**config.mk**
```make
export PLATFORM = sky130hd
export DESIGN_NAME = tiled_matmul_sequencer_unit
export DESIGN_NICKNAME = d
export VERILOG_FILES = /design/src/design/tmm_pkg.sv /design/src/design/tmm_addr_gen.sv /design/src/design/tmm_tile_buf.sv /design/src/design/tiled_matmul_sequencer_unit.sv
export VERILOG_INCLUDE_DIRS = /design/src /design/src/design
export SDC_FILE = /design/constraint.sdc
export NUM_CORES = 2
export LEC_CHECK = 0
export BUFFER_PORTS_ARGS = -buffer_cell sky130_fd_sc_hd__buf_2
export CORE_MARGIN = 2
export CORE_UTILIZATION = 50
export CTS_CLUSTER_SIZE = 10
export DETAILED_ROUTE_END_ITERATION = 12
export PLACE_DENSITY = 0.69
export SETUP_SLACK_MARGIN = 0.3
export SYNTH_ARGS = -nofsm -noshare
export SYNTH_HDL_FRONTEND = slang
export SYNTH_HIERARCHICAL = 1
export SYNTH_SLANG_ARGS = --single-unit
```
**constraint.sdc**
```tcl
create_clock -name clock -period 25.9 [get_ports clock]
set_clock_uncertainty 0.2 [all_clocks]
set_input_delay 6.475 -clock clock [delete_from_list [all_inputs] [get_ports clock]]
set_output_delay 6.475 -clock clock [all_outputs]
set_load 0.005 [all_outputs]
```
**src/design/tiled_matmul_sequencer_unit_defines.svh**
```systemverilog
// Assertion macros shared by the tiled matmul sequencer RTL
`ifndef TILED_MATMUL_SEQUENCER_UNIT_DEFINES_SVH
`define TILED_MATMUL_SEQUENCER_UNIT_DEFINES_SVH

// same-cycle implication
`define TMM_ASSERT_NOW(label, clk, rst, ante, cons, msg) \
   label: assert property (@(posedge clk) disable iff (rst) (ante) |-> (cons)) \
      else $error(msg);

// next-cycle implication
`define TMM_ASSERT_NEXT(label, clk, rst, ante, cons, msg) \
   label: assert property (@(posedge clk) disable iff (rst) (ante) |=> (cons)) \
      else $error(msg);

`endif

```
**src/design/tmm_pkg.sv**
```systemverilog
// Package: types, constants and helpers for the tiled matmul sequencer
`timescale 1ns / 1ps
`default_nettype none

package tmm_pkg;

   localparam int ADDR_W        = 16;
   localparam int DATA_W        = 32;
   localparam int SIZE_W        = 9;
   localparam int CSR_DATA_W    = 16;
   localparam int CSR_INDEX_W   = 2;
   localparam int TILE_DIM      = 4;
   localparam int TILE_IDX_W    = 2;
   localparam int TILE_ELEMS    = 16;
   localparam int STEP_W        = 4;
   localparam int TILE_LAST     = 15;
   localparam int EXEC_ACC_STEP = 5;
   localparam int EXEC_LAST_STEP = 8;
   localparam int PHASE_CODE_W  = 3;
   localparam int SIZE_RESET    = 4;

   typedef enum logic [5:0] {
      PHASE_IDLE   = 6'b000001,
      PHASE_ADDR   = 6'b000010,
      PHASE_LOAD_A = 6'b000100,
      PHASE_LOAD_B = 6'b001000,
      PHASE_EXEC   = 6'b010000,
      PHASE_WB     = 6'b100000
   } phase_type;

   typedef enum logic [PHASE_CODE_W-1:0] {
      PHASE_CODE_IDLE   = 3'd0,
      PHASE_CODE_ADDR   = 3'd1,
      PHASE_CODE_LOAD_A = 3'd2,
      PHASE_CODE_LOAD_B = 3'd3,
      PHASE_CODE_EXEC   = 3'd4,
      PHASE_CODE_WB     = 3'd5
   } phase_code_type;

   typedef enum logic [CSR_INDEX_W-1:0] {
      CSR_MATRIX_SIZE = 2'd0,
      CSR_BASE_A      = 2'd1,
      CSR_BASE_B      = 2'd2,
      CSR_BASE_C      = 2'd3
   } csr_index_type;

   typedef enum logic [2:0] {
      ADDR_SEL_HOLD = 3'd0,
      ADDR_SEL_NEXT = 3'd1,
      ADDR_SEL_A    = 3'd2,
      ADDR_SEL_B    = 3'd3,
      ADDR_SEL_C    = 3'd4
   } addr_sel_type;

   typedef struct packed {
      logic              load_a;
      logic              accum;
      logic              clear;
      logic              exec;
      logic [STEP_W-1:0] step;
   } tile_ctrl_type;

   function automatic phase_code_type phase_code(input phase_type ph);
      phase_code_type code;
      case (ph)
         PHASE_ADDR:   code = PHASE_CODE_ADDR;
         PHASE_LOAD_A: code = PHASE_CODE_LOAD_A;
         PHASE_LOAD_B: code = PHASE_CODE_LOAD_B;
         PHASE_EXEC:   code = PHASE_CODE_EXEC;
         PHASE_WB:     code = PHASE_CODE_WB;
         default:      code = PHASE_CODE_IDLE;
      endcase
      return code;
   endfunction

endpackage

`default_nettype wire

```
**src/design/tmm_addr_gen.sv**
```systemverilog
// Address generator: tile start addresses and in-tile address stepping
`timescale 1ns / 1ps
`default_nettype none

module tmm_addr_gen import tmm_pkg::*; #(
   parameter int TILE_W = 7
) (
   input  addr_sel_type        sel,
   input  logic [ADDR_W-1:0]   cur_address,
   input  logic [SIZE_W-1:0]   matrix_size,
   input  logic [ADDR_W-1:0]   base_a,
   input  logic [ADDR_W-1:0]   base_b,
   input  logic [ADDR_W-1:0]   base_c,
   input  logic [TILE_W-1:0]   tile_row,
   input  logic [TILE_W-1:0]   tile_col,
   input  logic [TILE_W-1:0]   tile_depth,
   input  logic [STEP_W-1:0]   step,
   output logic [ADDR_W-1:0]   next_address
);

   logic [ADDR_W-1:0]        base_sel;
   logic [TILE_W-1:0]        r_sel;
   logic [TILE_W-1:0]        c_sel;
   logic [TILE_W+SIZE_W-1:0] row_prod;
   logic [ADDR_W-1:0]        tile_start;
   logic [ADDR_W-1:0]        step_address;

   always_comb begin
      base_sel = base_a;
      r_sel    = tile_row;
      c_sel    = tile_depth;
      case (sel)
         ADDR_SEL_B: begin
            base_sel = base_b;
            r_sel    = tile_depth;
            c_sel    = tile_col;
         end
         ADDR_SEL_C: begin
            base_sel = base_c;
            r_sel    = tile_row;
            c_sel    = tile_col;
         end
         default: begin
            base_sel = base_a;
            r_sel    = tile_row;
            c_sel    = tile_depth;
         end
      endcase
   end

   assign row_prod   = r_sel * matrix_size;
   assign tile_start = base_sel + ADDR_W'({row_prod, 2'b00}) + ADDR_W'({c_sel, 2'b00});

   // end of a tile row jumps to the next matrix row
   assign step_address = (step[TILE_IDX_W-1:0] == TILE_IDX_W'(TILE_DIM - 1))
      ? cur_address + ADDR_W'(matrix_size) - ADDR_W'(TILE_DIM - 1)
      : cur_address + ADDR_W'(1);

   always_comb begin
      case (sel)
         ADDR_SEL_NEXT: next_address = step_address;
         ADDR_SEL_A,
         ADDR_SEL_B,
         ADDR_SEL_C:    next_address = tile_start;
         default:       next_address = cur_address;
      endcase
   end

endmodule

`default_nettype wire

```
**src/design/tmm_tile_buf.sv**
```systemverilog
// Tile buffer: A tile storage with skewed feed and C tile accumulators
`timescale 1ns / 1ps
`default_nettype none

module tmm_tile_buf import tmm_pkg::*; (
   input  logic                                clock,
   input  logic                                reset,
   input  tile_ctrl_type                       ctrl,
   input  logic [DATA_W-1:0]                   read_word,
   input  logic [TILE_DIM-1:0][DATA_W-1:0]     result_cols,
   output logic [TILE_DIM-1:0][DATA_W-1:0]     feed,
   output logic [DATA_W-1:0]                   sum_word
);

   // a_col_ff[col][row]
   logic [DATA_W-1:0] a_col_ff [TILE_DIM][TILE_DIM];
   logic [DATA_W-1:0] sum_ff [TILE_ELEMS];
   logic [STEP_W-1:0] acc_step;
   logic [TILE_IDX_W-1:0] acc_row;

   always_ff @(posedge clock) begin
      if (ctrl.load_a) begin
         a_col_ff[ctrl.step[TILE_IDX_W-1:0]][ctrl.step[STEP_W-1:TILE_IDX_W]] <= read_word;
      end
   end

   generate
      for (genvar gc = 0; gc < TILE_DIM; gc++) begin : g_feed
         logic [STEP_W-1:0] diff;
         assign diff = ctrl.step - STEP_W'(gc);
         assign feed[gc] = (ctrl.exec && ctrl.step >= STEP_W'(gc) &&
                            diff < STEP_W'(TILE_DIM))
                           ? a_col_ff[gc][diff[TILE_IDX_W-1:0]] : '0;
      end
   endgenerate

   // result row for this execute step
   assign acc_step = ctrl.step - STEP_W'(1);
   assign acc_row  = acc_step[TILE_IDX_W-1:0];

   always_ff @(posedge clock) begin
      for (int e = 0; e < TILE_ELEMS; e++) begin
         if (reset || ctrl.clear) begin
            sum_ff[e] <= '0;
         end else if (ctrl.accum && TILE_IDX_W'(e / TILE_DIM) == acc_row) begin
            sum_ff[e] <= sum_ff[e] + result_cols[e % TILE_DIM];
         end
      end
   end

   assign sum_word = sum_ff[ctrl.step];

endmodule

`default_nettype wire

```
**src/design/tiled_matmul_sequencer_unit.sv**
```systemverilog
// Top level: tiled matmul sequencer with config registers and result register
//
// Usage:
//   Every accepted req_ request is one controller tick: start flag, the memory
//   read data for the address of the previous tick and the four array result
//   columns. Each request yields exactly one rsp_ response carrying the memory
//   address and write strobe/data, the four skewed A feeds, the weight write
//   and the phase of that tick.
//   The response is registered: a request accepted shows on rsp_ in the next
//   cycle. Throughput is one request per cycle while the receiver takes each
//   response; the whole tick is one pass of control logic plus one 7x9 address
//   multiply between the state registers and the response register.
//   csr_ writes set matrix size and the A, B, C base addresses; csr_ready is
//   always high and writes are meant for times with no request in flight.
//   Reset returns the controller to idle, clears counters and sums, loads
//   matrix size 4 and zero bases, and drops rsp_valid.
//   When the receiver stalls, the held response stays put and req_ready is low
//   until it is taken; in the cycle it is taken a new request may enter.
//
`timescale 1ns / 1ps
`default_nettype none

`include "tiled_matmul_sequencer_unit_defines.svh"

module tiled_matmul_sequencer_unit import tmm_pkg::*; #(
   parameter int MAX_TILES = 64
) (
   input  logic                      clock,
   input  logic                      reset,

   input  logic                      req_valid,
   output logic                      req_ready,
   input  logic                      req_start_req,
   input  logic signed [DATA_W-1:0]  req_read_word,
   input  logic signed [DATA_W-1:0]  req_result_col0,
   input  logic signed [DATA_W-1:0]  req_result_col1,
   input  logic signed [DATA_W-1:0]  req_result_col2,
   input  logic signed [DATA_W-1:0]  req_result_col3,

   output logic                      rsp_valid,
   input  logic                      rsp_ready,
   output logic [ADDR_W-1:0]         rsp_mem_address,
   output logic                      rsp_mem_write_enable,
   output logic signed [DATA_W-1:0]  rsp_mem_write_data,
   output logic signed [DATA_W-1:0]  rsp_feed0,
   output logic signed [DATA_W-1:0]  rsp_feed1,
   output logic signed [DATA_W-1:0]  rsp_feed2,
   output logic signed [DATA_W-1:0]  rsp_feed3,
   output logic                      rsp_weight_valid,
   output logic [STEP_W-1:0]         rsp_weight_slot,
   output logic signed [DATA_W-1:0]  rsp_weight_value,
   output logic [PHASE_CODE_W-1:0]   rsp_phase,

   input  logic                      csr_valid,
   output logic                      csr_ready,
   input  logic [CSR_INDEX_W-1:0]    csr_index,
   input  logic [CSR_DATA_W-1:0]     csr_write_data
);

   localparam int TILE_CAP = (MAX_TILES < 127) ? MAX_TILES : 127;
   localparam int TILE_W   = $clog2(TILE_CAP + 1);

   // configuration
   logic [SIZE_W-1:0] size_ff;
   logic [ADDR_W-1:0] base_a_ff;
   logic [ADDR_W-1:0] base_b_ff;
   logic [ADDR_W-1:0] base_c_ff;

   // controller state
   phase_type         phase_ff, phase_in;
   logic [TILE_W-1:0] row_ff, row_in;
   logic [TILE_W-1:0] col_ff, col_in;
   logic [TILE_W-1:0] depth_ff, depth_in;
   logic [STEP_W-1:0] step_ff, step_in;
   logic [ADDR_W-1:0] cur_ff;

   // response register
   logic                      rsp_valid_ff, rsp_valid_in;
   logic [ADDR_W-1:0]         rsp_addr_ff, rsp_addr_in;
   logic                      rsp_we_ff, rsp_we_in;
   logic [DATA_W-1:0]         rsp_wdata_ff, rsp_wdata_in;
   logic [TILE_DIM-1:0][DATA_W-1:0] rsp_feed_ff;
   logic                      rsp_wvalid_ff, rsp_wvalid_in;
   logic [STEP_W-1:0]         rsp_wslot_ff, rsp_wslot_in;
   logic [DATA_W-1:0]         rsp_wvalue_ff, rsp_wvalue_in;
   logic [PHASE_CODE_W-1:0]   rsp_phase_ff;

   logic                      req_accept;
   logic                      step_last;
   logic [TILE_W-1:0]         num_tiles;
   logic [TILE_W:0]           nt_ext;
   logic [TILE_W:0]           depth_inc;
   logic [TILE_W:0]           col_inc;
   logic [TILE_W:0]           row_inc;
   logic [TILE_W:0]           row_after;
   logic [SIZE_W-3:0]         tiles_raw;
   addr_sel_type              addr_sel;
   logic [ADDR_W-1:0]         addr_next;
   tile_ctrl_type             tile_ctrl;
   logic [TILE_DIM-1:0][DATA_W-1:0] result_cols;
   logic [TILE_DIM-1:0][DATA_W-1:0] feed;
   logic [DATA_W-1:0]         sum_word;

   assign req_ready  = !rsp_valid_ff || rsp_ready;
   assign req_accept = req_valid && req_ready;
   assign csr_ready  = 1'b1;

   always_ff @(posedge clock) begin
      if (reset) begin
         size_ff   <= SIZE_W'(SIZE_RESET);
         base_a_ff <= '0;
         base_b_ff <= '0;
         base_c_ff <= '0;
      end else if (csr_valid && csr_ready) begin
         case (csr_index)
            CSR_MATRIX_SIZE: size_ff   <= csr_write_data[SIZE_W-1:0];
            CSR_BASE_A:      base_a_ff <= csr_write_data;
            CSR_BASE_B:      base_b_ff <= csr_write_data;
            CSR_BASE_C:      base_c_ff <= csr_write_data;
            default: ;
         endcase
      end
   end

   // tiles per dimension, capped
   assign tiles_raw = size_ff[SIZE_W-1:2];
   assign num_tiles = (int'(tiles_raw) > MAX_TILES) ? TILE_W'(MAX_TILES)
                                                    : TILE_W'(tiles_raw);
   assign nt_ext    = {1'b0, num_tiles};
   assign depth_inc = {1'b0, depth_ff} + (TILE_W+1)'(1);
   assign col_inc   = {1'b0, col_ff} + (TILE_W+1)'(1);
   assign row_inc   = {1'b0, row_ff} + (TILE_W+1)'(1);
   assign row_after = (col_inc >= nt_ext) ? row_inc : {1'b0, row_ff};
   assign step_last = (step_ff == STEP_W'(TILE_LAST));

   always_comb begin
      phase_in      = phase_ff;
      row_in        = row_ff;
      col_in        = col_ff;
      depth_in      = depth_ff;
      step_in       = step_ff;
      addr_sel      = ADDR_SEL_HOLD;
      rsp_we_in     = 1'b0;
      rsp_wdata_in  = '0;
      rsp_wvalid_in = 1'b0;
      rsp_wslot_in  = '0;
      rsp_wvalue_in = '0;
      case (phase_ff)
         PHASE_ADDR: begin
            addr_sel = ADDR_SEL_A;
            step_in  = '0;
            phase_in = PHASE_LOAD_A;
         end
         PHASE_LOAD_A: begin
            if (step_last) begin
               addr_sel = ADDR_SEL_B;
               step_in  = '0;
               phase_in = PHASE_LOAD_B;
            end else begin
               addr_sel = ADDR_SEL_NEXT;
               step_in  = step_ff + STEP_W'(1);
            end
         end
         PHASE_LOAD_B: begin
            // weights go out transposed
            rsp_wvalid_in = 1'b1;
            rsp_wslot_in  = {step_ff[TILE_IDX_W-1:0], step_ff[STEP_W-1:TILE_IDX_W]};
            rsp_wvalue_in = req_read_word;
            if (step_last) begin
               addr_sel = ADDR_SEL_C;
               step_in  = '0;
               phase_in = PHASE_EXEC;
            end else begin
               addr_sel = ADDR_SEL_NEXT;
               step_in  = step_ff + STEP_W'(1);
            end
         end
         PHASE_EXEC: begin
            if (step_ff >= STEP_W'(EXEC_LAST_STEP)) begin
               step_in = '0;
               if (depth_inc >= nt_ext) begin
                  addr_sel = ADDR_SEL_C;
                  phase_in = PHASE_WB;
               end else begin
                  depth_in = depth_inc[TILE_W-1:0];
                  phase_in = PHASE_ADDR;
               end
            end else begin
               step_in = step_ff + STEP_W'(1);
            end
         end
         PHASE_WB: begin
            rsp_we_in    = 1'b1;
            rsp_wdata_in = sum_word;
            if (step_last) begin
               col_in   = (col_inc >= nt_ext) ? '0 : col_inc[TILE_W-1:0];
               row_in   = row_after[TILE_W-1:0];
               depth_in = '0;
               step_in  = '0;
               phase_in = (row_after >= nt_ext) ? PHASE_IDLE : PHASE_ADDR;
            end else begin
               addr_sel = ADDR_SEL_NEXT;
               step_in  = step_ff + STEP_W'(1);
            end
         end
         default: begin
            row_in   = '0;
            col_in   = '0;
            depth_in = '0;
            step_in  = '0;
            phase_in = req_start_req ? PHASE_ADDR : PHASE_IDLE;
         end
      endcase
   end

   tmm_addr_gen #(
      .TILE_W (TILE_W)
   ) u_addr_gen (
      .sel          (addr_sel),
      .cur_address  (cur_ff),
      .matrix_size  (size_ff),
      .base_a       (base_a_ff),
      .base_b       (base_b_ff),
      .base_c       (base_c_ff),
      .tile_row     (row_ff),
      .tile_col     (col_ff),
      .tile_depth   (depth_ff),
      .step         (step_ff),
      .next_address (addr_next)
   );

   assign tile_ctrl.load_a = req_accept && (phase_ff == PHASE_LOAD_A);
   assign tile_ctrl.accum  = req_accept && (phase_ff == PHASE_EXEC) &&
                             (step_ff >= STEP_W'(EXEC_ACC_STEP));
   assign tile_ctrl.clear  = req_accept && (phase_ff == PHASE_WB) && step_last;
   assign tile_ctrl.exec   = (phase_ff == PHASE_EXEC);
   assign tile_ctrl.step   = step_ff;

   assign result_cols[0] = req_result_col0;
   assign result_cols[1] = req_result_col1;
   assign result_cols[2] = req_result_col2;
   assign result_cols[3] = req_result_col3;

   tmm_tile_buf u_tile_buf (
      .clock       (clock),
      .reset       (reset),
      .ctrl        (tile_ctrl),
      .read_word   (req_read_word),
      .result_cols (result_cols),
      .feed        (feed),
      .sum_word    (sum_word)
   );

   // writeback shows the address before stepping
   assign rsp_addr_in  = (phase_ff == PHASE_WB) ? cur_ff : addr_next;
   assign rsp_valid_in = req_accept ? 1'b1 : (rsp_ready ? 1'b0 : rsp_valid_ff);

   always_ff @(posedge clock) begin
      if (reset) begin
         phase_ff <= PHASE_IDLE;
         row_ff   <= '0;
         col_ff   <= '0;
         depth_ff <= '0;
         step_ff  <= '0;
         cur_ff   <= '0;
      end else if (req_accept) begin
         phase_ff <= phase_in;
         row_ff   <= row_in;
         col_ff   <= col_in;
         depth_ff <= depth_in;
         step_ff  <= step_in;
         cur_ff   <= addr_next;
      end
   end

   always_ff @(posedge clock) begin
      if (reset) begin
         rsp_valid_ff <= 1'b0;
      end else begin
         rsp_valid_ff <= rsp_valid_in;
      end
   end

   always_ff @(posedge clock) begin
      if (req_accept) begin
         rsp_addr_ff   <= rsp_addr_in;
         rsp_we_ff     <= rsp_we_in;
         rsp_wdata_ff  <= rsp_wdata_in;
         rsp_feed_ff   <= feed;
         rsp_wvalid_ff <= rsp_wvalid_in;
         rsp_wslot_ff  <= rsp_wslot_in;
         rsp_wvalue_ff <= rsp_wvalue_in;
         rsp_phase_ff  <= phase_code(phase_ff);
      end
   end

   assign rsp_valid            = rsp_valid_ff;
   assign rsp_mem_address      = rsp_addr_ff;
   assign rsp_mem_write_enable = rsp_we_ff;
   assign rsp_mem_write_data   = rsp_wdata_ff;
   assign rsp_feed0            = rsp_feed_ff[0];
   assign rsp_feed1            = rsp_feed_ff[1];
   assign rsp_feed2            = rsp_feed_ff[2];
   assign rsp_feed3            = rsp_feed_ff[3];
   assign rsp_weight_valid     = rsp_wvalid_ff;
   assign rsp_weight_slot      = rsp_wslot_ff;
   assign rsp_weight_value     = rsp_wvalue_ff;
   assign rsp_phase            = rsp_phase_ff;

   `TMM_ASSERT_NOW(a_no_overrun, clock, reset, rsp_valid_ff && !rsp_ready, !req_ready, "request taken over a stalled response")
   `TMM_ASSERT_NEXT(a_wb_strobe, clock, reset, req_accept && phase_ff == PHASE_WB, rsp_valid_ff && rsp_we_ff, "writeback tick without write strobe")
   `TMM_ASSERT_NOW(a_exec_step, clock, reset, phase_ff == PHASE_EXEC, step_ff <= STEP_W'(EXEC_LAST_STEP), "execute step out of range")
   `TMM_ASSERT_NEXT(a_start, clock, reset, req_accept && phase_ff == PHASE_IDLE && req_start_req, phase_ff == PHASE_ADDR, "start request did not leave idle")

endmodule

`default_nettype wire

```
==> results.py <==
metrics = {
    "drt": {
        "first_pass_iters": 6,
        "vias": 66300,
        "drc": 0,
        "drtIter0Drc": 7578,
        "finalWirelength_mm": 282,
        "vias_per_cell": 6.47,
        "postRouteAntennaNets": 0,
        "routedWlPerCell_um": 27.6,
    },
    "die": {
        "start_util": 0.501,
        "ios": 404,
        "fp-row-count": 151,
        "fp.dieW_um": 416,
        "die_h_um": 416,
        "die_area_um2": 173000,
        "core_um2": 169000,
    },
    "timing": {
        "fin_crit_ps": 13570,
        "hold_viol_final": 0,
        "setup_viol": 0,
        "period_share": 0.524,
        "fmax_mhz": 73.7,
        "worstMarginPinSlew_ps": 1380,
        "maxSlewHeadroom": 0.0658,
        "rsz0062_at_grt": "no",
        "setup_tns_ps": 0,
        "slew_viol_final": 0,
    },
    "min_path": {
        "min_path_type": "reg -> reg",
        "worstHoldStart": "base_a_ff[0]$_SDFFE_PP0P_",
        "holdPathEnd": "base_a_ff[0]$_SDFFE_PP0P_",
        "hold_depth": 2,
    },
    "clocking": {
        "clk_pin_slew_ps": 50,
        "post_cts_buffers": 0,
        "cts_resized": 0,
        "cts_tree": "yes",
        "cts.sinks": 1346,
        "cts_max_level": 4,
        "cts-root-buf": "clkbuf_16",
        "hold_buffers": 0,
        "clkLatencyLatePin_ps": 870,
        "numCtsBuffers": 164,
        "clockBufferDepth": 3,
    },
    "yosys": {
        "synth_edf_count": 1241,
        "yosys.area_share.simple": 0.130,
        "synthesis.area_um2": 84700,
        "synth_compound_area_frac": 0.144,
        "netlist-cell-type-count": 109,
        "yosysWarningCount": 6,
        "yosys.area_share.adder": 0.104,
        "ys_seq_area_frac": 0.465,
        "synthXorXnorAreaFrac": 0.0483,
        "synth_fp_nets": 8493,
        "synth_top_family_by_area": "compound AO/OA/AOI/OAI gates",
        "synth-seq-cells": 1346,
        "synthCells": 7643,
        "synthMuxAreaShare": 0.0826,
        "async_flop_share": 0,
        "synth_flop_cell": "edfxtp_1",
        "syn_area_per_cell_um2": 11.1,
    },
    "placement": {
        "portBuffers": 402,
        "place.gp.congestion": 1.01,
        "dp_hpwl_mm": 209,
    },
    "global_route": {
        "grt_pass1_wl_mm": 410,
        "grt-ovfl-total": 0,
        "track_usage": 0.320,
        "grt_max_degree": 124,
        "antenna_found_initial": 49,
        "first_global_vias": 63700,
    },
    "power_and_ir_drop": {
        "finalPower_uw": 5460,
        "powerDensity_nw_per_um2": 58.2,
        "p_leak_uw": 0.0359,
        "peakVddDrop_v": 0.0000729,
    },
    "critical_path": {
        "crit_family": "buffers and inverters",
        "path_buf_inv": 2,
        "cp_max_fo": 3,
        "required_ps": 19220,
        "r2r-start": "phase_ff[5]$_SDFFE_PP0P_",
        "reg2reg_depth": 35,
        "path_cells": "buf_2 > nand2b_1 > buf_2",
        "startpoint": "rsp_ready",
        "worstReg2RegEnd": "rsp_mem_address[15]$_DFFE_PP_",
        "rrSetupSlack_ps": 15510,
        "path_class": "in -> out",
        "crit_top_cell": "buf_2",
        "cp_slowest_stage_delay_ps": 170,
        "cp-start-kind": "primary input",
        "critPathCaptureType": "output port",
        "arrival_ps": 6900,
        "slowest_stage": "nand2b_1",
    },
    "final_layout": {
        "drive_gt1_frac": 0.137,
        "final_nets": 8777,
        "final_common_cell": "edfxtp_1",
        "final_cell_mix": "edfxtp_1 (1241), nor2_1 (729), a21oi_1 (620), nand2_1 (612), ha_1 (607)",
        "area_growth_pct": 10.7,
    },
    "status": {
        "status": "finished, final reports clean",
    },
    "flow_run": {
        "cap_violations": 0,
    },
}
-- layer usage --
metal	global-route usage	vias to the layer above	wire (um)
met2	0.521	3485	133000
met5	0	-	43
met3	0.0450	598	25400
li1	-	29500	-
met1	0.420	32700	109000
met4	0.157	6	14800
-- registers in the layout, summed over array words and instances, names as in the netlist, 3 cells and up --
signal and count:
base_a_ff 16, base_b_ff 16, base_c_ff 16, col_ff 7, cur_ff 16, depth_ff 7
phase_ff 6, row_ff 7, rsp_feed0 32, rsp_feed1 32, rsp_feed2 32, rsp_feed3 32
rsp_mem_address 16, rsp_mem_write_data 32, rsp_phase 3, rsp_weight_slot 4, rsp_weight_value 32, size_ff 9
step_ff 4, u_tile_buf/a_col_ff 512, u_tile_buf/sum_ff 512
-- worst max-delay path by stage --
| stage | endpoint | slack, ps | cells past startpoint |
|---|---|---|---|
| floorplan | rsp_feed0[0]$_DFFE_PP_ | 12100 | 4 |
| global placement | req_ready | 12320 | 3 |
| detailed placement | req_ready | 12320 | 3 |
| CTS | req_ready | 12320 | 3 |
| global route | req_ready | 12300 | 3 |
| finish | req_ready | 12330 | 3 |
-- cells in the mapped netlist, types with 53 or more instances --
cell      number  share of area
edfxtp_1    1241           0.44
nor2_1       743          0.033
a21oi_1      620          0.037
nand2_1      616          0.027
ha_1         608          0.090
o21ai_0      367          0.022
clkbuf_1     294          0.013
mux4_2       288          0.077
xnor2_1      253          0.026
a21o_1       240          0.021
inv_1        231          0.010
xor2_1       211          0.022
nor3_1       154         0.0091
and3_1       145          0.011
nand3_1      129         0.0076
nand4_1      121         0.0089
and2_1       120         0.0089
nor2b_1      110         0.0081
dfxtp_1      105          0.025
a31oi_1       81         0.0060
o21a_1        71         0.0063
a211oi_1      70         0.0062
o21bai_1      62         0.0055
fa_1          58          0.014
o211ai_1      53         0.0047
-- cell families after synthesis --
group / count (synthesis)
flip-flops: 1346
buffers and inverters: 585
multiplexers: 336
XOR/XNOR: 465
AND/OR/NAND/NOR: 2329
other: 1
AO/OA/AOI/OAI: 1915
adder cells (fa/ha/maj): 666
-- worst min-delay path, delay by kind of cell (launching register included) --
kind	cells	cell delay [ps]
flip-flops	1	300
AO/OA/AOI/OAI	1	50
AND/OR/NAND/NOR	1	50
-- metrics by stage --
| stage | utilization | setup slack [ps] | area (um^2) | hold WS (ps) | std cells |
|---|---|---|---|---|---|
| final | 0.555 | 12330 | 93800 | 254 | 10200 |
| after global routing | 0.555 | 12300 | 93800 | 273 | 10200 |
| after CTS | 0.555 | 12320 | 93700 | 255 | 10200 |
| after detailed placement | 0.526 | 12320 | 88900 | 248 | 9979 |
| after global placement | 0.526 | 12320 | 88900 | 242 | 9979 |
| after floorplan | - | 12100 | 84700 | 236 | 7643 |
-- cell type report --
type	count	area, um^2
timing repair buffer	470	2550
clock inverter	40	557
tap	2218	2780
clock buffer	191	4260
antenna	28	70.1
inverter	233	882
multi-input combinational	5712	43300
sequential	1346	39400
fill	14100	75100
-- power by group --
group,switching (uW),total [uW],internal [uW]
sequential,60.9,2480,2420
clock,930,2120,1190
combinational,526,857,331
total,1520,5460,3940
Power figures use the tool's default switching activity.
